## src/rtl/htd_pkg.sv

```systemverilog
// ----------------------------------------------------------------------------
// htd_pkg
// Shared constants, codes and types of the huffman tree build and decode block.
// ----------------------------------------------------------------------------
package htd_pkg;

  // tree sizing
  localparam int MaxSymbols = 256;
  localparam int NodeLimit  = 2 * MaxSymbols - 1;
  localparam int NodeDepth  = NodeLimit;
  localparam int NodeW      = $clog2(NodeDepth);
  localparam int ListW      = $clog2(MaxSymbols);
  localparam int LoadW      = $clog2(MaxSymbols + 1);
  localparam int ByteBits   = 8;
  localparam int BitW       = $clog2(ByteBits + 1);
  localparam int SymW       = 8;
  localparam int LenW       = 24;
  localparam int OpW        = 2;

  // operation codes
  localparam logic [OpW-1:0] OpLoad   = 2'd0;
  localparam logic [OpW-1:0] OpTopo   = 2'd1;
  localparam logic [OpW-1:0] OpDecode = 2'd2;
  localparam logic [OpW-1:0] OpClear  = 2'd3;

  // classified command from the front end
  typedef struct packed {
    logic            is_load;
    logic            is_topo;
    logic            is_decode;
    logic            is_clear;
    logic [SymW-1:0] data;
  } cmd_t;

  // one result item
  typedef struct packed {
    logic [SymW-1:0] symbol;
    logic            last;
    logic            error;
    logic            done;
  } res_t;

endpackage

```

## src/rtl/htd_out_queue.sv

```systemverilog
// ----------------------------------------------------------------------------
// htd_out_queue
// Four entry result queue between the execution engine and the result ports.
// ----------------------------------------------------------------------------
module htd_out_queue (
  input  logic          clk,
  input  logic          rst,
  input  logic          push,
  input  htd_pkg::res_t din,
  output logic          full,
  input  logic          pop,
  output logic          empty,
  output htd_pkg::res_t dout
);
  import htd_pkg::*;

  res_t       entry [4];
  logic [1:0] wr_ptr;
  logic [1:0] rd_ptr;
  logic [2:0] count;
  logic       do_push;
  logic       do_pop;

  assign full    = (count == 3'd4);
  assign empty   = (count == 3'd0);
  assign dout    = entry[rd_ptr];
  assign do_push = push && !full;
  assign do_pop  = pop && !empty;

  // pointers and fill count
  always_ff @(posedge clk) begin
    if (rst) begin
      wr_ptr <= 2'd0;
      rd_ptr <= 2'd0;
      count  <= 3'd0;
    end else begin
      if (do_push) wr_ptr <= wr_ptr + 2'd1;
      if (do_pop) rd_ptr <= rd_ptr + 2'd1;
      if (do_push && !do_pop) begin
        count <= count + 3'd1;
      end else if (do_pop && !do_push) begin
        count <= count - 3'd1;
      end
    end
  end

  // storage
  always_ff @(posedge clk) begin
    if (do_push) entry[wr_ptr] <= din;
  end

endmodule

```

## config.mk

```make
export PLATFORM = sky130hd
export DESIGN_NAME = htd_out_queue
export DESIGN_NICKNAME = d
export VERILOG_FILES = /design/src/rtl/htd_pkg.sv /design/src/rtl/htd_out_queue.sv
export SDC_FILE = /design/constraint.sdc
export NUM_CORES = 1
export LEC_CHECK = 0
export CAP_MARGIN = 5
export CORE_MARGIN = 2
export CORE_UTILIZATION = 47
export CTS_BUF_LIST = sky130_fd_sc_hd__clkbuf_2 sky130_fd_sc_hd__clkbuf_4 sky130_fd_sc_hd__clkbuf_8
export DETAILED_ROUTE_END_ITERATION = 16
export DONT_BUFFER_PORTS = 1
export HOLD_SLACK_MARGIN = 0.15
export PLACE_DENSITY = 0.68
export SYNTH_ARGS = -nofsm -noshare
export SYNTH_HDL_FRONTEND = slang
export SYNTH_SLANG_ARGS = --single-unit
```

## constraint.sdc

```tcl
create_clock -name clk -period 7.1 [get_ports clk]
set_clock_uncertainty 0.15 [all_clocks]
set_input_delay 2.13 -clock clk [delete_from_list [all_inputs] [get_ports clk]]
set_output_delay 2.13 -clock clk [all_outputs]
set_load 0.005 [all_outputs]
```

* Word level (Yosys, flattened, before mapping)
Memories as Yosys holds them, arrays and structs flattened. A register that Yosys moved wholly into a read port is not among the register bits. Cells that the tools add are included.
Word-level totals: register bits after elaboration 7, bits in latches 0, bits in writable memories 44, memory bits (read-only) 0, memories kept 1
Memories:
- entry | depth 4, bits a word 11, read ports 1, clocked after memory_dff 1, write ports 1, line htd_out_queue.sv:17 | res_t entry [4];
Operators by class: $add $sub $neg 4, multipliers 0, div/mod/pow operators 0, $lt $le $gt $ge 0, equal/unequal tests 1, shift-type cells 0, multiplexer cells 6, bitwise gates (word level) 0, reductions and logical operators 10
Operators by type and width (number):
- 3-bit 2-to-1 mux | 2
- 2-bit by 1-bit adder with 2-bit output, second input constant | 2
- 1-bit logical AND | 4
- 1-bit logical NOT | 4
- 2-bit 2-to-1 mux | 2
- 3-bit by 1-bit adder with 3-bit output, second input constant | 1
- 3-bit == test, second input constant | 1
- 3-bit logical NOT | 1
- 3-bit by 1-bit subtractor with 3-bit output, second input constant | 1
- 1-bit 2-to-1 mux | 2
- 2-bit nonzero test | 1

* Logic depth before layout (Yosys ltp)
depth in word-level cells 7, depth in mapped cells 8, depth with buffers taken out 8

* Worst setup path before layout
No wires, ideal clock.
kind input-to-reg, from input push, to register count[2], data arrival time 3526 ps, data required time 6880 ps, slack 3354 ps, stages 8, path buffers 0, cells stage by stage inv_1 nor2_2 ha_1 inv_1 fa_1 xor2_1 or3_1 a21oi_1
Between the ends: longest elaborated chain between the ends 4, elaborated cells on any way between the ends 6, classes of those cells mux (1); reduce/logical (5)
RTL lines:
- from (decl) | line htd_out_queue.sv:8 | input logic push,
- 1-bit logical AND * | line htd_out_queue.sv:27 | assign do_push = push && !full;
- via do_push | line htd_out_queue.sv:21 | logic do_push;
- 1-bit logical NOT | line htd_out_queue.sv:41 | end else if (do_pop && !do_push) begin
- 1-bit logical AND | line htd_out_queue.sv:41
- 2-bit nonzero test (no line)
- to (signal assigned) | line htd_out_queue.sv:40 | count <= count + 3'd1;
- to (signal assigned) | line htd_out_queue.sv:42 | count <= count - 3'd1;
- to (decl) | line htd_out_queue.sv:20 | logic [2:0] count;
Mark *: on every way through the listed nets, which the timed path passes. The rest lies on a longest branch. A chain may end at the register's enable or synchronous reset.

==> metrics.txt <==
Post-Place Worst Slack=3.21 ns; port bufs=0; drt first pass iters=4; Critical R2R Capture=count[2]; Crit path largest cell delay=0.81 ns; Layout fillers=347; leakage=0.731 nW; share of layout cells above drive strength 1=20.0%; RePlAce Congestion=0.682; WP depth=1; diode count=0; CTS tree=yes; Crit Path Class=reg2out; post-placement cell area=0.00210 mm²; global route total overflow=0; Slew HR=50.1%; register bit total from synthesis=53; period utilization=56.5%; clk_lat worst skew=0.29 ns; Area Growth Syn to Fin=8.03%; YS warnings=0; Non-Filler Instances=162; global-route wire length before repair=5080 µm; final worst setup slack=3.09 ns; setup TNS=0 ns; Syn Area/Cell=19.6 µm²; DRT iter0 DRCs=68; worst-margin pin slew=0.747 ns; largest net degree at the start of global routing=16; Worst path top cell family by delay=flip-flops; number of global-route vias before repair=985; CP endpoint=dout[9]; Worst-path clk slew=0.08 ns; Synth Flop Type=edfxtp_1; PostCTS Resize Cnt=0; setup violators final=0; Slowest cell on crit path=dfxtp_1; minimum clock period=4.01 ns; Detail Placement HPWL=1990 µm; Register Area=0.00150 mm²; Die Y=70.1 µm; multi-input logic area=519 µm²; total core area=0.00429 mm²; GRT Resource Usage Total=14.3%; worst-path maximum fanout=11; CP Capture Type=primary output; vias=885; Design Area, Final=0.00222 mm²; r2r setup slk=4.79 ns; CTS buffer count=5; post-synthesis cell count=105; nets@finish=130; Syn Nets=126; HP Class=reg2reg; Clock Sinks=53; placed instance count=154; Buf/Inv on CP=0; drt wl/cell=18.3 µm; Via density=5.46; Post-Route WL=2960 µm; CTS root buffer=clkbuf_8; Startpoint Class=flop; I/O pin cnt=28; R2R cell count=8; sequential share of the synthesized area=73.0%; ys async rst share=0%; crit-path cells=mux4_2; initial antenna violation count=0; row cnt=24; number of post-CTS setup repair buffers=0; Starting Density=47.9%; Die Footprint=0.00492 mm²; Final Max Tran Viols=0; DRC Markers=0; Fin. Hold Viols=0; Post-Synthesis Cell Area=0.00206 mm²; Clock Path Buffers=2; Post-synth EDFFs=44; CTS H-Tree Depth=2; RR Startpoint=count[0]; max-cap check violation count=0; WP data required=4.82 ns; Max Clk Rate=249 MHz; status=finished clean; arrival time at the worst endpoint=1.73 ns; RSZ-0062 raised after global routing=no; Max VDD drop=0.141 mV; ANT nets after route=0; PwrDens=342 mW/mm²; die width=70.1 µm; Netlist cell types=22; CTS Hold Bufs=0
==> area by class of cell <==
| type | instances | area share (%) |
|---|---|---|
| clock buffers | 7 | 4.06 |
| multi-input cells | 45 | 23.4 |
| well taps | 52 | 2.93 |
| flip-flops and latches | 53 | 67.6 |
| inverters | 4 | 0.676 |
| clock inverters | 1 | 1.35 |
==> metrics by stage <==
stage | utilization [%] | hold WS (ns) | power (W)
after floorplan | - | 0.332 | 0.000539
after global placement | 48.9 | 0.343 | 0.000558
after detailed placement | 48.9 | 0.365 | 0.000565
after CTS | 51.7 | 0.380 | 0.000772
after global routing | 51.7 | 0.420 | 0.000806
final | 51.7 | 0.373 | 0.000760
==> synth_stat cells (4+ instances only) <==
library cell  instances  area, µm²
xor2_1                4       35.0
nor2_1                5       18.8
mux4_2               11        248
inv_1                 4       15.0
ha_1                  5       62.6
edfxtp_1             44       1320
dfxtp_1               9        180
and2_1                4       25.0
==> layout by cell type (no fill, tap or decap) <==
cell and instances:
o311ai_1 1, nand2b_1 2, clkbuf_4 1, a21oi_1 2, xor2_1 4, nor3_1 1, nor3b_2 1, edfxtp_1 44
bufinv_16 1, mux4_2 11, ha_1 5, o21ai_0 2, o31ai_2 1, and2_1 4, nor2_2 1, or3_1 2
nor2_1 5, inv_1 4, fa_1 1, clkbuf_8 6, mux2i_1 2, dfxtp_1 9
==> flip-flops by register name, summed over array words and instances (netlist names), named ones only <==
signal  flops
count       3
wr_ptr      2
entry      44
rd_ptr      2
==> worst min path at each step <==
stage	endpoint	slack (ns)	depth (start not counted)	from
after floorplan	wr_ptr[1]	0.33	2	wr_ptr[1]
after global placement	wr_ptr[1]	0.34	2	wr_ptr[1]
after detailed placement	rd_ptr[0]	0.36	2	rd_ptr[0]
after CTS	wr_ptr[1]	0.38	2	wr_ptr[1]
after global routing	wr_ptr[1]	0.42	2	wr_ptr[1]
final	wr_ptr[1]	0.37	2	wr_ptr[1]
==> per-layer routing <==
| layer | GRT usage [%] | up-vias | wire length (µm) |
|---|---|---|---|
| met5 | 0 | - | 0 |
| met4 | 6.41 | 0 | 59 |
| met3 | 6.20 | 6 | 243 |
| met2 | 23.8 | 30 | 1530 |
| met1 | 16.0 | 438 | 1130 |
| li1 | - | 411 | - |
==> where the power goes <==
part	internal (W)	total (W)	switching (W)
combinational	0.0000756	0.000135	0.0000595
clock	0.000119	0.000207	0.0000882
sequential	0.000377	0.000418	0.0000405
total	0.000572	0.000760	0.000188
==> kinds of logic after synthesis <==
kind of cell,Yosys count,share of synthesized area (%)
flip-flops,53,73.0
AND/OR/NAND/NOR,16,4.50
multiplexers,13,13.0
buffers and inverters,7,1.70
AO/OA/AOI/OAI,6,2.01
adder cells (fa/ha/maj),6,4.02
XOR/XNOR,4,1.70
Power figures use the tool's default switching activity.
