===== config.mk =====
export PLATFORM = sky130hd
export DESIGN_NAME = htd_front
export DESIGN_NICKNAME = d
export VERILOG_FILES = /design/src/rtl/htd_pkg.sv /design/src/rtl/htd_front.sv
export SDC_FILE = /design/constraint.sdc
export NUM_CORES = 1
export LEC_CHECK = 0
export BUFFER_PORTS_ARGS = -buffer_cell sky130_fd_sc_hd__buf_4
export CAP_MARGIN = 20
export CORE_ASPECT_RATIO = 1.25
export CORE_MARGIN = 5
export CORE_UTILIZATION = 54
export CTS_CLUSTER_DIAMETER = 50
export DETAILED_ROUTE_END_ITERATION = 8
export GPL_TIMING_DRIVEN = 0
export PLACE_DENSITY = 0.81
export SYNTH_ARGS = -nofsm -noshare
export SYNTH_HDL_FRONTEND = slang
export SYNTH_SLANG_ARGS = --single-unit

===== constraint.sdc =====
create_clock -name clk -period 3.9 [get_ports clk]
set_clock_uncertainty 0.2 [all_clocks]
set_input_delay 0.78 -clock clk [delete_from_list [all_inputs] [get_ports clk]]
set_output_delay 0.78 -clock clk [all_outputs]
set_load 0.02 [all_outputs]

===== src/rtl/htd_pkg.sv =====
// ----------------------------------------------------------------------------
// htd_pkg
// Shared constants, codes and types of the huffman tree build and decode block.
// ----------------------------------------------------------------------------
package htd_pkg;

  // tree sizing
  localparam int MaxSymbols = 256;
  localparam int NodeLimit  = 2 * MaxSymbols - 1;
  localparam int NodeDepth  = NodeLimit;
  localparam int NodeW      = $clog2(NodeDepth);
  localparam int ListW      = $clog2(MaxSymbols);
  localparam int LoadW      = $clog2(MaxSymbols + 1);
  localparam int ByteBits   = 8;
  localparam int BitW       = $clog2(ByteBits + 1);
  localparam int SymW       = 8;
  localparam int LenW       = 24;
  localparam int OpW        = 2;

  // operation codes
  localparam logic [OpW-1:0] OpLoad   = 2'd0;
  localparam logic [OpW-1:0] OpTopo   = 2'd1;
  localparam logic [OpW-1:0] OpDecode = 2'd2;
  localparam logic [OpW-1:0] OpClear  = 2'd3;

  // classified command from the front end
  typedef struct packed {
    logic            is_load;
    logic            is_topo;
    logic            is_decode;
    logic            is_clear;
    logic [SymW-1:0] data;
  } cmd_t;

  // one result item
  typedef struct packed {
    logic [SymW-1:0] symbol;
    logic            last;
    logic            error;
    logic            done;
  } res_t;

endpackage


===== src/rtl/htd_front.sv =====
// ----------------------------------------------------------------------------
// htd_front
// Input side: decodes the operation of each transaction and keeps the
// commands in a two entry queue toward the execution engine.
// ----------------------------------------------------------------------------
module htd_front (
  input  logic                     clk,
  input  logic                     rst,
  input  logic                     push,
  input  logic [htd_pkg::OpW-1:0]  operation,
  input  logic [htd_pkg::SymW-1:0] data_byte,
  output logic                     full,
  output logic                     cmd_valid,
  output htd_pkg::cmd_t            cmd,
  input  logic                     cmd_take
);
  import htd_pkg::*;

  cmd_t       entry [2];
  logic       wr_ptr;
  logic       rd_ptr;
  logic [1:0] count;
  cmd_t       incoming;
  logic       do_push;
  logic       do_take;

  // operation decoder
  always_comb begin
    incoming = '0;
    incoming.data = data_byte;
    unique case (operation)
      OpLoad:   incoming.is_load   = 1'b1;
      OpTopo:   incoming.is_topo   = 1'b1;
      OpDecode: incoming.is_decode = 1'b1;
      OpClear:  incoming.is_clear  = 1'b1;
      default:  incoming.is_clear  = 1'b0;
    endcase
  end

  assign full      = (count == 2'd2);
  assign cmd_valid = (count != 2'd0);
  assign cmd       = entry[rd_ptr];
  assign do_push   = push && !full;
  assign do_take   = cmd_take && cmd_valid;

  // queue pointers and fill count
  always_ff @(posedge clk) begin
    if (rst) begin
      wr_ptr <= 1'b0;
      rd_ptr <= 1'b0;
      count  <= 2'd0;
    end else begin
      if (do_push) wr_ptr <= !wr_ptr;
      if (do_take) rd_ptr <= !rd_ptr;
      if (do_push && !do_take) begin
        count <= count + 2'd1;
      end else if (do_take && !do_push) begin
        count <= count - 2'd1;
      end
    end
  end

  // queue storage
  always_ff @(posedge clk) begin
    if (do_push) entry[wr_ptr] <= incoming;
  end

endmodule


Word level (Yosys, flattened, before mapping):

Memories as Yosys holds them, arrays and structs flattened. A register that Yosys moved wholly into a read port is not among the register bits.
Index checks and enable logic that the tools add are counted.

* flip-flop bits (word level): 4
* memory bits (writable): 24
* output and inout port bits: 14
* logic and storage cells: 32
* memories: 1

* add/sub/neg operators: 2
* equal/unequal tests: 4
* muxes and demuxes: 10
* reductions and logical operators: 12

Memory list
* entry: words 2, bits a word 12, rd ports 1, clocked after Yosys merged registers in 1, wr ports 1, line htd_front.sv:19 `cmd_t entry [2];`

Operators with widths (number)
* 1-bit two-way mux: 8
* 2-bit == test, second input constant: 3
* 1-bit logical NOT: 5
* 1-bit logical AND: 4
* 2-bit two-way mux: 2
* 2-bit nonzero test: 2
* 2-bit by 1-bit adder with 2-bit output, second input constant: 1
* 2-bit by 1-bit == test with 1-bit output, second input constant: 1
* 2-bit logical NOT: 1
* 2-bit by 1-bit subtractor with 2-bit output, second input constant: 1

Longest topological paths before layout:

Gate-level depths: netlist of run 1.

* depth in word-level cells: 7
* mapped depth: 6
* depth with buffers taken out: 6

Least setup slack after synthesis of run 1:

No wires, ideal clock.

* kind: input to register
* start: input port push
* end: memory entry[0][0] in the netlist's numbering (enable)
* arrival: 1.435 ns
* required time: 3.356 ns
* slack: 1.921 ns
* stages: 3
* buffers on the path: 0
* cell sequence: inv_1 > or3_1 > inv_1

* word-level cells in the longest chain between the ends: 3

Ends and longest elaborated chain
* start, declared: line htd_front.sv:9 `input logic push,`
* 1-bit logical AND: line htd_front.sv:43 `assign do_push = push && !full;`
* 1-bit two-way mux: line htd_front.sv:65 `if (do_push) entry[wr_ptr] <= incoming;`
* 1-bit two-way mux (implied by the code): line htd_front.sv:65
* end, declared: line htd_front.sv:19

No other way between the ends.

==> results of run 1 <==
==> cells in the mapped netlist (all sizes together) <==
cell | instances | area [um2]
o21ai | 3 | 15.0
xor2 | 3 | 26.3
dfxtp | 5 | 100
nor2 | 5 | 18.8
and2 | 2 | 12.5
or2 | 1 | 6.26
nor2b | 3 | 21.3
buf | 1 | 5.00
edfxtp | 24 | 721
or3 | 2 | 12.5
mux2 | 12 | 135
ha | 1 | 12.5
inv | 2 | 7.51
a21oi | 2 | 10.0
==> power breakdown <==
| part | total [mW] | switching, mW | internal (mW) | leakage, nW |
|---|---|---|---|---|
| Sequential | 0.418 | 0.0233 | 0.394 | 0.267 |
| Clock | 0.300 | 0.102 | 0.198 | 0.0552 |
| Combinational | 0.318 | 0.168 | 0.151 | 0.252 |
==> how the worst min path moves through the flow <==
| stage | startpoint | cells after the start | to |
|---|---|---|---|
| 6_report | wr_ptr$_SDFFE_PP0P_ | 2 | wr_ptr$_SDFFE_PP0P_ |
| 5_1_grt | wr_ptr$_SDFFE_PP0P_ | 2 | wr_ptr$_SDFFE_PP0P_ |
| 4_1_cts | wr_ptr$_SDFFE_PP0P_ | 2 | wr_ptr$_SDFFE_PP0P_ |
| 3_5_place_dp | wr_ptr$_SDFFE_PP0P_ | 2 | wr_ptr$_SDFFE_PP0P_ |
| 3_3_place_gp | wr_ptr$_SDFFE_PP0P_ | 2 | wr_ptr$_SDFFE_PP0P_ |
| 2_1_floorplan | wr_ptr$_SDFFE_PP0P_ | 2 | wr_ptr$_SDFFE_PP0P_ |
==> worst max-delay path, cell delays in order, from the launching register on <==
cell and delay, ns:
dfxtp_1 0.37, buf_2 0.27, mux2_2 0.37, buf_4 0.16
==> sequential cells by signal, summed over array words and instances (netlist names), named ones only <==
name	count
rd_ptr	1
entry	24
count	2
wr_ptr	1
==> layer usage <==
metal,vias up,part of all wire [%]
li1,307,-
met1,303,33
met2,23,55
met3,6,9.3
met4,0,2.9
met5,-,0
==> per-stage QoR <==
stage | total power, mW | hold slack [ns]
2_1_floorplan | 0.627 | 0.252
3_3_place_gp | 0.736 | 0.263
3_5_place_dp | 0.749 | 0.294
4_1_cts | 1.05 | 0.309
5_1_grt | 1.09 | 0.335
6_report | 1.04 | 0.310
==> cell type report <==
| type | instances | area [um2] |
|---|---|---|
| inverter | 2 | 7.51 |
| sequential | 29 | 821 |
| multi-input combinational | 34 | 270 |
| fill | 134 | 526 |
| clock inverter | 3 | 65.1 |
| timing repair buffer | 27 | 203 |
| clock buffer | 5 | 37.5 |
| tap | 20 | 25.0 |
| buffer | 1 | 5.00 |
==> kinds of logic (layout without fill, tap and decap cells) <==
family | after synthesis | count (layout) | synth area share [%]
AOI/OAI and AO/OA | 5 | 5 | 2.27
xor gates and xnor gates | 3 | 3 | 2.38
adders and majority gates | 1 | 1 | 1.13
buffers and inverters | 3 | 38 | 1.13
DFF | 29 | 29 | 74.4
muxes | 12 | 12 | 12.2
and+or+nand+nor | 13 | 13 | 6.46
==> run metrics, run 1 <==
outcome complete, no violations; number of clock sinks 29; Initial DRC Count 3; Pre-antenna DRT Iters 2; r2r setup slk 2.13 ns; mean post-synth cell area 16.7 um2; Hold Crit Class register to register; Worst Setup EP cmd[6]; Die Y 60.5 um; initial antenna violation count 0; final net count 115; number of port buffers 27; CTS Hold Bufs 0; Final Critical Period 2.47 ns; RSZ-0062 raised after global routing no; largest net degree at the start of global routing 13; Synth Cell Area 0.00110 mm2; fin crit share 63.3%; Placed Area 0.00133 mm2; Final Util 73.2%; die area 0.00305 mm2; share of post-route cells with drive strength above 1 49.5%; io pins 28; critical path class register to output port; Num CTS Buffers 5; Setup WS post-layout 1.43 ns; maximum vdd drop 0.504 mV; number of cells upsized or downsized after cts 0; vias per cell 5.28; highest clock rate 405 MHz; Synth Instances 66; startpoint types register; first-pass GRT wire length 2.94 mm; Vias 639; net count after synthesis 81; Slew Limit Fails 0; reg2reg end entry[0][3]$_DFFE_PP_; number of global-route vias before repair 703; RD Place Congestion 0.668; commonest non-fill, non-tap cells in the layout buf_4 (27), edfxtp_1 (24), mux2_2 (12); Core Area 0.00196 mm2; GRT busiest layer met2; Req. time, crit path 2.92 ns; Final ANT Viol Nets 0; WL final 1.77 mm; Slew @ Worst Pin 0.548 ns; Clock Latency Late Sink 0.32 ns; GRT met3 Usage 6.63%; WL/cell 14.6 um; TNS Setup 0 ns; Post-DP HPWL 1.31 mm; number of instances in the placed design 113; Unique masters post-synth 15; Layout Cell Area excl Fill 0.00143 mm2; final routed DRC violation total 0; Core Rows 18; Post-CTS Setup Bufs 0; Crit Path Max Fanout 10; Chip Width 50.4 um; Rel. slew slack 63.4%; M1 GR Usage 12.4%; worst slack, placed 1.67 ns; clock root cell clkbuf_4; Initial Utilization 56.3%; Worst setup EP type output port; CTS tree yes; flops & latches, synth 29; sequential area share after synthesis 74.4%; R2R depth 3; WP data arrival 1.49 ns; LEAKAGE 0.574 nW; CTS H-tree lvls 2; Layout area overhead 29.9%; Final Hold Vio Count 0; ANT cells 0; total gr overflow 0; Max Cap Viol 0; clk buf depth 2; Pwr Density 722 mW/mm2; commonest non-fill, non-tap cell in the layout buf_4; CTS clk-pin slew, worst paths 0.09 ns; final std cells w/o fill 121; total track usage 13.7%; global-route met2 utilization 24.2%; Final Setup Violations 0; YS warnings 0; reg2reg start count[1]$_SDFFE_PP0P_
No activity file was read; power rests on OpenSTA's default activity.
==> inputs of run 2 (changes only) <==
- CORE_UTILIZATION: 54 -> 50
- PLACE_DENSITY: 0.81 -> 0.76
- clock period: 3.9 -> 2.32 ns (I/O delays scaled with it)
==> run metrics, run 2 (synthesis results as in run 1) <==
final std cells w/o fill 132; M1 GR Usage 11.2%; r2r setup slk 0.56 ns; Pwr Density 1110 mW/mm2; first-pass GRT wire length 2.73 mm; final net count 115; Worst path slowest cell dfxtp_1; highest clock rate 464 MHz; Layout area overhead 28.2%; GRT met3 Usage 8.83%; Pre-antenna DRT Iters 4; RSZ-0062 raised after global routing no; number of instances in the placed design 124; WL/cell 12.6 um; fin crit share 92.9%; Initial DRC Count 10; Req. time, crit path 1.66 ns; Chip Width 52.0 um; Worst setup EP type output port; WP data arrival 1.49 ns; clk buf depth 2; maximum vdd drop 0.754 mV; crit-path max cell delay 0.37 ns; GRT busiest layer met2; Placed Area 0.00135 mm2; Die Y 62.5 um; Min-Delay Startpoint data_byte[6]; global-route met2 utilization 19.0%; Final Critical Period 2.16 ns; Vias 645; Core Area 0.00216 mm2; final routed DRC violation total 0; number of global-route vias before repair 646; Min-Delay Path Depth 1; CTS clk-pin slew, worst paths 0.09 ns; initial antenna violation count 0; Rel. slew slack 63.7%; commonest non-fill, non-tap cells in the layout buf_4 (27), edfxtp_1 (24), mux2_2 (12); number of port buffers 27; Largest Register entry; Regs by FF count entry x24, count x2; CTS tree yes; WL final 1.66 mm; CP Cell Sequence buf_2 -> mux2_2 -> buf_4; fillers 176; Clock Latency Late Sink 0.32 ns; reg2reg start count[0]$_SDFFE_PP0P_; Final Setup Violations 0; Post-CTS Setup Bufs 0; Reg area 821 um2; ANT cells 0; number of cells upsized or downsized after cts 0; Hold Crit Class input port to register; Initial Utilization 51.0%; outcome complete, no violations; die area 0.00325 mm2; startpoint types register; hold_ws 0.124 ns; number of clock sinks 29; Layout Cell Area excl Fill 0.00142 mm2; reg2reg end entry[0][11]$_DFFE_PP_; critical path class register to output port; R2R depth 3; vias per cell 4.89; io pins 28; Core Rows 19; RD Place Congestion 0.694; Slew Limit Fails 0; commonest non-fill, non-tap cell in the layout buf_4; Final Util 65.4%; Post-DP HPWL 1.21 mm; area of the multi-input gates 270 um2; CTS H-tree lvls 2; clock root cell clkbuf_4; CTS Hold Bufs 0; Slew @ Worst Pin 0.545 ns; Max Cap Viol 0; total gr overflow 0; max reg flops 24; LEAKAGE 0.560 nW; Num CTS Buffers 5; share of post-route cells with drive strength above 1 49.5%; total track usage 12.5%; TNS Setup 0 ns; Final Hold Vio Count 0; Final ANT Viol Nets 0; Crit Path Max Fanout 10; largest net degree at the start of global routing 13; worst hold endpoint entry[0][6]$_DFFE_PP_
-- run 2: changes by cell type in the layout (fill, tap and decap cells not counted) --
cell | previous run | this run
bufinv_16 | 2 | 0
clkbuf_8 | 0 | 2
-- run 2: cell type report --
type                            count  share of cell area, %
Sequential cell                    29                   58.0
Multi-Input combinational cell     34                   19.1
Timing Repair Buffer               27                   14.3
Clock buffer                        7                   4.60
Tap cell                           31                   2.74
Inverter                            2                  0.531
Clock inverter                      1                  0.354
Buffer                              1                  0.354
-- run 2: worst max-delay path: cells and delay by family, from the launching register on --
family	cells	cell delay (ns)
buffers and inverters	2	0.43
DFF	1	0.37
muxes	1	0.37
-- run 2: per-layer routing --
metal	wire length [um]	share of wire [%]
met1	598	36
met2	865	52
met3	148	8.9
met4	51	3.1
met5	0	0
-- run 2: metrics by stage --
step	power (mW)	setup slack, ns
CTS	1.60	0.128
floorplan	1.05	0.545
detailed placement	1.25	0.428
global placement	1.24	0.440
global route	1.67	0.0550
finish	1.57	0.165
-- run 2: worst max path at each step --
| stage | cells after the start | from | endpoint |
|---|---|---|---|
| floorplan | 5 | count[1]$_SDFFE_PP0P_ | count[1]$_SDFFE_PP0P_ |
| global placement | 4 | push | entry[0][6]$_DFFE_PP_ |
| detailed placement | 4 | push | entry[0][6]$_DFFE_PP_ |
| CTS | 3 | register | cmd[10] |
| global route | 3 | register | cmd[10] |
| finish | 3 | register | cmd[10] |
-- run 2: power breakdown --
part | total, mW | internal [mW] | switching, mW
Combinational | 0.532 | 0.253 | 0.279
Clock | 0.338 | 0.175 | 0.163
Sequential | 0.701 | 0.663 | 0.0384
Total | 1.57 | 1.09 | 0.481
